===== config.mk =====
export PLATFORM = sky130hd
export DESIGN_NAME = dali_forward_frame_transmitter
export DESIGN_NICKNAME = d
export VERILOG_FILES = /design/src/dali_tx_pkg.sv /design/src/dali_tx_fifo.sv /design/src/dali_tx_front.sv /design/src/dali_tx_back.sv /design/src/dali_forward_frame_transmitter.sv
export SDC_FILE = /design/constraint.sdc
export NUM_CORES = 1
export LEC_CHECK = 0
export BUFFER_PORTS_ARGS = -buffer_cell sky130_fd_sc_hd__buf_2
export CAP_MARGIN = 20
export CORE_MARGIN = 5
export CORE_UTILIZATION = 59
export CTS_BUF_LIST = sky130_fd_sc_hd__clkbuf_16
export CTS_CLUSTER_DIAMETER = 40
export DETAILED_ROUTE_END_ITERATION = 10
export HOLD_SLACK_MARGIN = 0.1
export PLACE_DENSITY = 0.79
export SYNTH_ARGS = -nofsm -noshare
export SYNTH_HDL_FRONTEND = slang
export SYNTH_SLANG_ARGS = --single-unit
export TNS_END_PERCENT = 5

===== constraint.sdc =====
create_clock -name clk_i -period 4.8 [get_ports clk_i]
set_input_delay 0.96 -clock clk_i [delete_from_list [all_inputs] [get_ports clk_i]]
set_output_delay 0.96 -clock clk_i [all_outputs]
set_load 0.05 [all_outputs]

===== src/dali_tx_pkg.sv =====
`timescale 1ns / 1ps
// Shared types and constants for the DALI forward frame transmitter.
// No dependencies; used by the front, back and top-level files.
package dali_tx_pkg;

  // Kind of an input transaction, carried on s_axis_tuser
  typedef enum logic {
    REQ_TICK = 1'b0,
    REQ_SEND = 1'b1
  } req_e;

  // Result word, lowest bit first: line_level, busy_res, frame_done, rejected
  typedef struct packed {
    logic rejected;
    logic frame_done;
    logic busy_res;
    logic line_level;
  } tx_status_t;

  localparam int unsigned StatusW = $bits(tx_status_t);

  // Reset value of half_bit_ticks (one microsecond ticks)
  localparam logic [15:0] HalfBitTicksRst = 16'd416;

endpackage


===== src/dali_tx_fifo.sv =====
`timescale 1ns / 1ps
// Small flip-flop queue between the front and back of the DALI transmitter.
// Self-contained; instantiated by dali_tx_front.
module dali_tx_fifo #(
  parameter int unsigned WIDTH = 17,
  parameter int unsigned DEPTH = 2
) (
  input  logic             clk_i,
  input  logic             rst_ni,
  input  logic             push_i,
  input  logic [WIDTH-1:0] push_data_i,
  output logic             full_o,
  input  logic             pop_i,
  output logic             empty_o,
  output logic [WIDTH-1:0] head_o
);

  localparam int unsigned PtrW = (DEPTH > 1) ? $clog2(DEPTH) : 1;
  localparam int unsigned CntW = $clog2(DEPTH + 1);

  logic [WIDTH-1:0] mem_q [DEPTH];
  logic [PtrW-1:0]  wr_ptr_q, wr_ptr_d;
  logic [PtrW-1:0]  rd_ptr_q, rd_ptr_d;
  logic [CntW-1:0]  count_q, count_d;
  logic             do_push, do_pop;

  assign full_o  = (count_q == CntW'(DEPTH));
  assign empty_o = (count_q == '0);
  assign head_o  = mem_q[rd_ptr_q];
  assign do_push = push_i && !full_o;
  assign do_pop  = pop_i && !empty_o;

  always_comb begin
    wr_ptr_d = wr_ptr_q;
    rd_ptr_d = rd_ptr_q;
    count_d  = count_q;
    if (do_push) begin
      wr_ptr_d = (wr_ptr_q == PtrW'(DEPTH - 1)) ? '0 : wr_ptr_q + PtrW'(1);
    end
    if (do_pop) begin
      rd_ptr_d = (rd_ptr_q == PtrW'(DEPTH - 1)) ? '0 : rd_ptr_q + PtrW'(1);
    end
    if (do_push && !do_pop) begin
      count_d = count_q + CntW'(1);
    end else if (do_pop && !do_push) begin
      count_d = count_q - CntW'(1);
    end
  end

  always_ff @(posedge clk_i or negedge rst_ni) begin
    if (!rst_ni) begin
      wr_ptr_q <= '0;
      rd_ptr_q <= '0;
      count_q  <= '0;
    end else begin
      wr_ptr_q <= wr_ptr_d;
      rd_ptr_q <= rd_ptr_d;
      count_q  <= count_d;
    end
  end

  always_ff @(posedge clk_i) begin
    if (do_push) begin
      mem_q[wr_ptr_q] <= push_data_i;
    end
  end

endmodule


===== src/dali_tx_front.sv =====
`timescale 1ns / 1ps
// Front end of the DALI transmitter: decodes input transactions and
// builds the frame word, then queues them. Uses dali_tx_pkg, dali_tx_fifo.
module dali_tx_front #(
  parameter int unsigned DATA_BITS = 16
) (
  input  logic                 clk_i,
  input  logic                 rst_ni,
  input  logic                 s_axis_tvalid,
  output logic                 s_axis_tready,
  input  logic [15:0]          s_axis_tdata,
  input  logic                 s_axis_tuser,
  input  logic                 pop_i,
  output logic                 head_valid_o,
  output dali_tx_pkg::req_e    head_kind_o,
  output logic [DATA_BITS-1:0] head_word_o
);

  localparam int unsigned EntryW = DATA_BITS + 1;

  logic                 full, empty;
  dali_tx_pkg::req_e    kind;
  logic [DATA_BITS-1:0] word;
  logic [EntryW-1:0]    entry_in, entry_out;

  // Address in the upper byte, command in the lower; trimmed or zero-padded
  // to the frame width. Ticks carry no word.
  assign kind     = dali_tx_pkg::req_e'(s_axis_tuser);
  assign word     = (kind == dali_tx_pkg::REQ_SEND)
                  ? DATA_BITS'({s_axis_tdata[7:0], s_axis_tdata[15:8]}) : '0;
  assign entry_in = {kind, word};

  dali_tx_fifo #(
    .WIDTH (EntryW),
    .DEPTH (2)
  ) u_fifo (
    .clk_i       (clk_i),
    .rst_ni      (rst_ni),
    .push_i      (s_axis_tvalid),
    .push_data_i (entry_in),
    .full_o      (full),
    .pop_i       (pop_i),
    .empty_o     (empty),
    .head_o      (entry_out)
  );

  assign s_axis_tready = !full;
  assign head_valid_o  = !empty;
  assign head_kind_o   = dali_tx_pkg::req_e'(entry_out[EntryW-1]);
  assign head_word_o   = entry_out[DATA_BITS-1:0];

endmodule


===== src/dali_tx_back.sv =====
`timescale 1ns / 1ps
// Back end of the DALI transmitter: Manchester frame sequencer and the
// result register. Uses dali_tx_pkg.
module dali_tx_back #(
  parameter int unsigned DATA_BITS = 16
) (
  input  logic                    clk_i,
  input  logic                    rst_ni,
  input  logic                    head_valid_i,
  input  dali_tx_pkg::req_e       head_kind_i,
  input  logic [DATA_BITS-1:0]    head_word_i,
  output logic                    pop_o,
  input  logic [15:0]             half_bit_ticks_i,
  output logic                    out_valid_o,
  input  logic                    out_ready_i,
  output dali_tx_pkg::tx_status_t out_status_o
);

  localparam int unsigned TotalHalves = 2 * (1 + DATA_BITS);
  localparam int unsigned HalfW       = $clog2(TotalHalves);
  localparam logic [HalfW-1:0] LastHalf = HalfW'(TotalHalves - 1);

  logic [DATA_BITS-1:0] shift_q, shift_d;
  logic [HalfW-1:0]     half_q, half_d;
  logic [15:0]          tick_q, tick_d;
  logic                 sending_q, sending_d;
  logic                 level_q, level_d;
  logic                 out_valid_q, out_valid_d;
  dali_tx_pkg::tx_status_t status_q, status_d;

  logic [15:0] limit;
  logic [15:0] tick_inc;
  logic        done, rej;

  assign pop_o    = head_valid_i && (!out_valid_q || out_ready_i);
  assign limit    = (half_bit_ticks_i == '0) ? 16'd1 : half_bit_ticks_i;
  assign tick_inc = tick_q + 16'd1;

  always_comb begin
    shift_d   = shift_q;
    half_d    = half_q;
    tick_d    = tick_q;
    sending_d = sending_q;
    level_d   = level_q;
    done      = 1'b0;
    rej       = 1'b0;
    if (pop_o) begin
      if (head_kind_i == dali_tx_pkg::REQ_SEND) begin
        if (sending_q) begin
          rej = 1'b1;
        end else begin
          // first half of the start bit: line high
          shift_d   = head_word_i;
          half_d    = '0;
          tick_d    = '0;
          sending_d = 1'b1;
          level_d   = 1'b1;
        end
      end else if (sending_q) begin
        if (tick_inc >= limit) begin
          tick_d = '0;
          if (half_q == LastHalf) begin
            sending_d = 1'b0;
            half_d    = '0;
            level_d   = 1'b0;
            done      = 1'b1;
          end else begin
            half_d = half_q + HalfW'(1);
            if (!half_q[0]) begin
              // second half of a bit is the complement
              level_d = !level_q;
            end else begin
              // next data bit, MSB first
              level_d = shift_q[DATA_BITS-1];
              shift_d = {shift_q[DATA_BITS-2:0], 1'b0};
            end
          end
        end else begin
          tick_d = tick_inc;
        end
      end
    end
  end

  always_comb begin
    status_d            = status_q;
    status_d.line_level = level_d;
    status_d.busy_res   = sending_d;
    status_d.frame_done = done;
    status_d.rejected   = rej;
    out_valid_d         = out_valid_q;
    if (pop_o) begin
      out_valid_d = 1'b1;
    end else if (out_ready_i) begin
      out_valid_d = 1'b0;
    end
  end

  always_ff @(posedge clk_i or negedge rst_ni) begin
    if (!rst_ni) begin
      shift_q     <= '0;
      half_q      <= '0;
      tick_q      <= '0;
      sending_q   <= 1'b0;
      level_q     <= 1'b0;
      out_valid_q <= 1'b0;
    end else begin
      shift_q     <= shift_d;
      half_q      <= half_d;
      tick_q      <= tick_d;
      sending_q   <= sending_d;
      level_q     <= level_d;
      out_valid_q <= out_valid_d;
    end
  end

  always_ff @(posedge clk_i) begin
    if (pop_o) begin
      status_q <= status_d;
    end
  end

  assign out_valid_o  = out_valid_q;
  assign out_status_o = status_q;

endmodule


===== src/dali_forward_frame_transmitter.sv =====
`timescale 1ns / 1ps
// DALI forward frame transmitter. Each input transaction is either a time
// tick or a send request; every one yields exactly one result transaction
// with the transmit line level, busy flag, frame-done and rejected flags.
// A send request starts a frame: start bit then DATA_BITS data bits, MSB
// first, Manchester coded for an inverting driver (1 = high/low, 0 =
// low/high, start bit as 1), each half-bit half_bit_ticks ticks long. A
// request while busy is rejected and leaves the frame alone. Throughput is
// one transaction per clock while neither side stalls; on acceptance the
// transaction enters the two-entry input queue, then moves into the
// sequencer's result register, where the result is presented and can be
// taken. Either side may stall independently: while a result waits the
// queue still takes two more input transactions before tready drops.
// half_bit_ticks may be written only while no transaction is in flight.
// Depends on dali_tx_pkg, dali_tx_front, dali_tx_back.
module dali_forward_frame_transmitter #(
  parameter int unsigned DATA_BITS = 16   // frame data bits, 8..24
) (
  input  logic        clk_i,
  input  logic        rst_ni,
  // configuration: half_bit_ticks
  input  logic        cfg_we_i,
  input  logic [15:0] cfg_wdata_i,
  // input stream
  input  logic        s_axis_tvalid,
  output logic        s_axis_tready,
  input  logic [15:0] s_axis_tdata,   // [7:0] address_byte, [15:8] command_byte
  input  logic        s_axis_tuser,   // [0] req_type (0 tick, 1 send)
  // result stream
  output logic        m_axis_tvalid,
  input  logic        m_axis_tready,
  output logic [7:0]  m_axis_tdata    // [0] line_level, [1] busy_res,
                                      // [2] frame_done, [3] rejected, [7:4] 0
);

  logic [15:0]             half_bit_ticks_q;
  logic                    head_valid;
  dali_tx_pkg::req_e       head_kind;
  logic [DATA_BITS-1:0]    head_word;
  logic                    pop;
  dali_tx_pkg::tx_status_t status;

  // Ticks per half-bit; zero behaves as one in the sequencer
  always_ff @(posedge clk_i or negedge rst_ni) begin
    if (!rst_ni) begin
      half_bit_ticks_q <= dali_tx_pkg::HalfBitTicksRst;
    end else if (cfg_we_i) begin
      half_bit_ticks_q <= cfg_wdata_i;
    end
  end

  // Front: decode and queue
  dali_tx_front #(
    .DATA_BITS (DATA_BITS)
  ) u_front (
    .clk_i         (clk_i),
    .rst_ni        (rst_ni),
    .s_axis_tvalid (s_axis_tvalid),
    .s_axis_tready (s_axis_tready),
    .s_axis_tdata  (s_axis_tdata),
    .s_axis_tuser  (s_axis_tuser),
    .pop_i         (pop),
    .head_valid_o  (head_valid),
    .head_kind_o   (head_kind),
    .head_word_o   (head_word)
  );

  // Back: frame sequencer and result register
  dali_tx_back #(
    .DATA_BITS (DATA_BITS)
  ) u_back (
    .clk_i            (clk_i),
    .rst_ni           (rst_ni),
    .head_valid_i     (head_valid),
    .head_kind_i      (head_kind),
    .head_word_i      (head_word),
    .pop_o            (pop),
    .half_bit_ticks_i (half_bit_ticks_q),
    .out_valid_o      (m_axis_tvalid),
    .out_ready_i      (m_axis_tready),
    .out_status_o     (status)
  );

  assign m_axis_tdata = {(8 - dali_tx_pkg::StatusW)'(0), status};

endmodule


# Word-level counts from Yosys, hierarchy flattened
# Memories as Yosys holds them, arrays and structs flattened.
# Index checks and enable logic that the tools add are counted.
[word_totals] regBits=65 mem_bits_rw=34 in_bits=38 output_inout_bits=10 wordCells=90 memories=1
[op_classes] add_sub_neg=6 n_lt_le_gt_ge=1 n_eq_ne=4 n_mux=39 bitwise=2 reduce_logical=23
[memory_table] memory="u_front.u_fifo.mem_q" words=2 width=17 read_ports=1 rd_clocked_by_memory_dff=0 write_ports=1 line_no="dali_tx_fifo.sv:21" text="logic [WIDTH-1:0] mem_q [DEPTH];"
[ops] op="$mux W16" n=12
[ops] op="$mux W6" n=5
[ops] op="$mux W1" n=20
[ops] op="$add A16 B1 Y16 const B" n=1
[ops] op="$ge A16 B16 Y1" n=1
[ops] op="$logic_not A16 Y1" n=1
[ops] op="$reduce_bool A2 Y1" n=5
[ops] op="$add A6 B1 Y6 const B" n=1
[ops] op="$eq A6 B6 Y1 const B" n=1
[ops] op="$logic_not A1 Y1" n=6
[ops] op="$reduce_and A6 Y1" n=1
[ops] op="$logic_and A1 B1 Y1" n=5
[ops] op="$mux W2" n=2
[ops] op="$ne A2 B2 Y1 const B" n=2
[ops] op="$reduce_and A4 Y1" n=1
[ops] op="$reduce_and A3 Y1" n=1
[ops] op="$reduce_or A3 Y1" n=1
[ops] op="$add A1 B1 Y1 const B" n=2
[ops] op="$add A2 B1 Y2 const B" n=1
[ops] op="$eq A2 B2 Y1 const B" n=1
[ops] op="$logic_not A2 Y1" n=1
[ops] op="$not A1 Y1" n=2
[ops] op="$sub A2 B1 Y2 const B" n=1
[ops] op="$logic_or A1 B1 Y1" n=1

# Longest topological paths before layout
[logic_depth] word_depth=7 ltp_mapped=15

# Cells and area by module
# A second synthesis with hierarchy kept.
[unflattened] cells_unflattened=454 area_unflattened_um2=5310.1
[modules_own_cells] mod="dali_tx_back" n_inst=1 cells_each=324 area_per_inst_um2=3015.4 seq_area_each_um2=1146.1
[modules_own_cells] mod="dali_tx_fifo" n_inst=1 cells_each=72 area_per_inst_um2=1473.9 seq_area_each_um2=1121.1
[modules_own_cells] mod="dali_forward_frame_transmitter" n_inst=1 cells_each=39 area_per_inst_um2=686.9 seq_area_each_um2=404.1
[modules_own_cells] mod="dali_tx_front" n_inst=1 cells_each=19 area_per_inst_um2=133.9 seq_area_each_um2=0.0

# Worst setup path before layout
# No wires, ideal clock.
[synth_timing] path_type="reg-to-reg" from="register u_back.tick_q[2]" to="register u_back.status_q (netlist bit u_back.out_status_o[0]) (data pin)" setup_ns=0.263 arrival_ns=3.327 required_time_ns=4.537 path_slack_ns=1.210 path_stages_with_launch=13 n_path_buf=0 period_less_slack_ns=3.590 path_cell_list="dfrtp_1 -> nand3_1 -> nor4_1 -> and3_1 -> and3_1 -> xor2_1 -> ha_1 -> nand4_2 -> nor3_2 -> or4b_4 -> a31oi_1 -> o2111a_1 -> a21oi_1"
[synth_via] elab_chain_cells=6
[synth_rtl] item="start: declaration" line_no="dali_tx_back.sv:25" text="logic [15:0] tick_q, tick_d;"
[synth_rtl] item="start signal: assignment" line_no="dali_tx_back.sv:110" text="tick_q <= tick_d;"
[synth_rtl] item="$add A16 B1 Y16" line_no="dali_tx_back.sv:37" text="assign tick_inc = tick_q + 16'd1;"
[synth_rtl] item="$ge A16 B16 Y1" line_no="dali_tx_back.sv:60" text="if (tick_inc >= limit) begin"
[synth_rtl] item="$mux W1" line_no="dali_tx_back.sv:60"
[synth_rtl] item="$mux W1" line_no="dali_tx_back.sv:59" text="end else if (sending_q) begin"
[synth_rtl] item="$mux W1" line_no="dali_tx_back.sv:48" text="if (head_kind_i == dali_tx_pkg::REQ_SEND) begin"
[synth_rtl] item="$mux W1" line_no="dali_tx_back.sv:47" text="if (pop_o) begin"
[synth_rtl] item="net u_back.level_d" line_no="dali_tx_back.sv:27" text="logic level_q, level_d;"
[synth_rtl] item="end signal: assignment" line_no="dali_tx_back.sv:119" text="status_q <= status_d;"
[synth_rtl] item="end: declaration" line_no="dali_tx_back.sv:29" text="dali_tx_pkg::tx_status_t status_q, status_d;"
# The timed path passes the listed nets, and every way through them passes these cells.
# A chain may end at the register's enable or synchronous reset.

# Worst setup path in the final report
[layout_timing] from="register u_back.tick_q[2]" to="register u_back.half_q[4]"
[layout_via] elab_chain_cells=4
[layout_rtl] item="$add A16 B1 Y16" line_no="dali_tx_back.sv:37"
[layout_rtl] item="$ge A16 B16 Y1" line_no="dali_tx_back.sv:60"
[layout_rtl] item="$reduce_bool A2 Y1 (no line)"
[layout_rtl] item="$reduce_and A4 Y1 (no line)"
[layout_rtl] item="end signal: assignment" line_no="dali_tx_back.sv:109" text="half_q <= half_d;"
[layout_rtl] item="end: declaration" line_no="dali_tx_back.sv:24" text="logic [HalfW-1:0] half_q, half_d;"
# Every way passes these cells.

==> impl_results.md <==
- GPL Wtd Cong: 0.855
- XOR/XNOR share of the synthesized area: 3.18%
- Hold WC Path Type: reg2reg
- Vias per inst: 5.70
- Drt wl/cell: 16.1 µm
- Dominant synthesized flop cell: dfrtp_1
- # port buffers: 43
- Adder-Cell Fraction of Synth Area: 5.30%
- Pwr/cell area: 451 mW/mm²
- Highest Clock Rate: 0.239 GHz
- Netlist cell types: 61
- DRT Wirelength: 9430 µm
- RR Endpoint: u_back.half_q[4]$_DFFE_PN0P_
- Crit path max fanout: 8
- Worst Max-Slew Pin Slew: 901 ps
- DRT iter0 DRCs: 127
- Share of layout cells above drive strength 1: 20.4%
- Core box area: 0.00822 mm²
- Sum Neg Setup Slack: 0 ps
- Nets@finish: 534
- Int Power: 1.67 mW
- Final Power: 2.50 mW
- Cts hold-fix bufs: 0
- I/O pins: 48
- Final ANT Viol Nets: 0
- Initial antenna violation count: 0
- Max-slew headroom: 39.3%
- Worst Setup SP: u_back.tick_q[2]$_DFFE_PN0P_
- Die X: 102 µm
- Final min period: 4190 ps
- Final instance area: 0.00554 mm²
- Reg2Reg Setup Slack: 610 ps
- Fin worst setup slack: 613 ps
- Residual DRC count: 0
- Inserted Diodes: 0
- Clock Tree Buf Depth: 2
- DPL Wire Length: 6550 µm
- Routed via count: 3333
- Static Leak: 2.54 nW
- Clock slew at reported path FFs: 70 ps
- WP data required: 5020 ps
- RSZ-0062 raised after global routing: false
- Cts repair resizes: 0
- Worst VDD drop: 0.252 mV
- Syn Std Cell Area: 0.00496 mm²
- Fin. max-slew vios: 0
- Total number of H-tree levels: 3
- Grt ovf: 0
- Syn Inst Count: 432
- CTS sink cnt: 99
- Worst skew pair latency: 340 ps
- First-pass GRT wire length: 15300 µm
- DIE HEIGHT: 102 µm
- #FFs+latches synth: 99
- Num CTS Buffers: 9
- Synth Area in Simple Gates: 14.3%
- Largest net degree at the start of global routing: 62
- Ys Warns: 0
- Setup Skew: 11.8 ps
- Mux cell area share after synthesis: 8.47%
- CP Data Arrival Time: 4410 ps
- Worst setup path endpoint: u_back.half_q[4]$_DFFE_PN0P_
- Final Hold Viols: 0
- Worst r2r src: u_back.tick_q[2]$_DFFE_PN0P_
- Avg Inst Size Synth: 11.5 µm²
- Synthesis-to-finish area growth: 11.7%
- Max-cap violations: 0
- Critical Path End Type: flip-flop
- Clk pwr share: 30.0%
- Drt pass-1 iters: 5
- FP Rows: 33
- Compound-Gate Fraction of Synth Area: 10.8%
- Status: completed
- Vias in the first global route: 3214
- Net Sw Frac: 33.1%
- Register share of total power: 43.3%
- CTS tree: done
- Pre-CTS setup slack: 705 ps
- Initial Utilization: 60.4%
- DIE AREA: 0.0103 mm²
- Period utilization: 87.2%
- Number of flops mapped to enable cells by yosys: 38
- Post CTS Setup Buffer Count: 0
- Sequential area share after synthesis: 53.8%
- Logic pwr share: 26.6%
- Reg2reg path depth: 12
- Critical path class: reg2reg
- Root Buffer: clkbuf_16
- Total track usage: 19.1%
- Ys async rst share: 61.6%
- Main combinational cell family by area after synthesis: simple AND/OR/NAND/NOR gates
- Crit path launch type: flip-flop
- NetSw: 0.826 mW
- Final setup viols: 0
- DP Area: 0.00523 mm²
-- per-stage QoR --
stage | utilization, % | std cells | hold WS [ps]
after CTS | 67.4 | 585 | 500
after global placement | 63.6 | 569 | 474
after global routing | 67.4 | 585 | 517
final | 67.4 | 585 | 495
after floorplan | - | 435 | 457
after detailed placement | 63.6 | 569 | 487
-- critical path, cell delays in order (launching register included) --
cell      delay, ps
dfrtp_1         440
nand3_1         150
nor4_1          720
and3_1          350
and3_1          240
xor2_1          170
ha_1            270
a211oi_1        360
nor2_1          120
nor3_2          360
nand3_1         310
and4_1          300
a221o_1         280
-- cell usage in the layout (no fill, tap or decap), types with 8 or more instances in the layout --
| cell | synthesis | final |
|---|---|---|
| dfrtp_1 | 58 | 58 |
| xnor2_1 | 9 | 9 |
| o21ai_0 | 37 | 37 |
| nor2_1 | 15 | 15 |
| clkbuf_16 | 0 | 9 |
| nand3_1 | 9 | 9 |
| mux2_2 | 8 | 8 |
| edfxtp_1 | 38 | 38 |
| ha_1 | 21 | 21 |
| and3_1 | 9 | 9 |
| nand2_1 | 51 | 51 |
| xor2_1 | 9 | 9 |
| buf_2 | 1 | 43 |
| mux2_4 | 10 | 10 |
| mux2i_1 | 18 | 18 |
| inv_1 | 20 | 20 |
| a22o_1 | 11 | 11 |
| a21oi_1 | 10 | 10 |
| and2_1 | 16 | 16 |
-- power groups by stage --
| stage | Combinational, mW | Clock (mW) | Sequential [mW] |
|---|---|---|---|
| after floorplan | 0.476 | 0 | 1.13 |
| after global placement | 0.646 | 0 | 1.09 |
| after detailed placement | 0.664 | 0 | 1.10 |
| after CTS | 0.670 | 0.762 | 1.08 |
| after global routing | 0.724 | 0.801 | 1.09 |
| final | 0.665 | 0.750 | 1.08 |
-- worst min-delay path by stage --
stage	startpoint	endpoint	slack (ps)	cells after the start
after CTS	u_front.u_fifo.wr_ptr_q$_DFFE_PN0P_	u_front.u_fifo.wr_ptr_q$_DFFE_PN0P_	500	1
after detailed placement	u_front.u_fifo.wr_ptr_q$_DFFE_PN0P_	u_front.u_fifo.wr_ptr_q$_DFFE_PN0P_	490	1
after global routing	u_front.u_fifo.count_q[1]$_DFFE_PN0P_	u_front.u_fifo.count_q[1]$_DFFE_PN0P_	520	1
after floorplan	u_front.u_fifo.count_q[1]$_DFFE_PN0P_	u_front.u_fifo.count_q[1]$_DFFE_PN0P_	460	1
final	u_front.u_fifo.count_q[1]$_DFFE_PN0P_	u_front.u_fifo.count_q[1]$_DFFE_PN0P_	500	1
after global placement	u_front.u_fifo.count_q[1]$_DFFE_PN0P_	u_front.u_fifo.count_q[1]$_DFFE_PN0P_	470	1
-- layer usage --
| metal | track usage (%) | share of wire [%] |
|---|---|---|
| met5 | 0 | 0 |
| met4 | 5.83 | 1.5 |
| met3 | 3.93 | 5.6 |
| met2 | 32.3 | 49 |
| met1 | 24.8 | 44 |
-- synth_stat cells, types with 10 or more instances --
cell | instances | area share (%)
and2_1 | 16 | 2.0
inv_1 | 20 | 1.5
a21oi_1 | 10 | 1.0
nor2_1 | 15 | 1.1
o21ai_0 | 37 | 3.7
mux2_4 | 10 | 3.0
dfrtp_1 | 58 | 29
nand2_1 | 51 | 3.9
mux2i_1 | 18 | 3.6
a22o_1 | 11 | 1.9
edfxtp_1 | 38 | 23
ha_1 | 21 | 5.3
-- state kept, by name, indices dropped and copies added (netlist names), 2 cells and up --
signal / count
u_back.half_q: 6
half_bit_ticks_q: 16
u_back.out_status_o: 4
u_front.u_fifo.count_q: 2
u_front.u_fifo.mem_q: 34
u_back.tick_q: 16
u_back.shift_q: 16
-- cell families after synthesis --
group | Yosys count
AOI/OAI and AO/OA | 84
xor gates and xnor gates | 18
adders and majority gates | 21
buffers and inverters | 39
DFF | 99
muxes | 36
other | 1
and+or+nand+nor | 134
-- layout make-up --
class	count	area, µm²
clock buffer	9	225
clock inverter	7	91.3
sequential	99	2670
multi-input combinational	297	2100
fill	599	2680
inverter	21	78.8
tap	105	131
timing repair buffer	47	245
No activity file was read; power rests on OpenSTA's default activity.
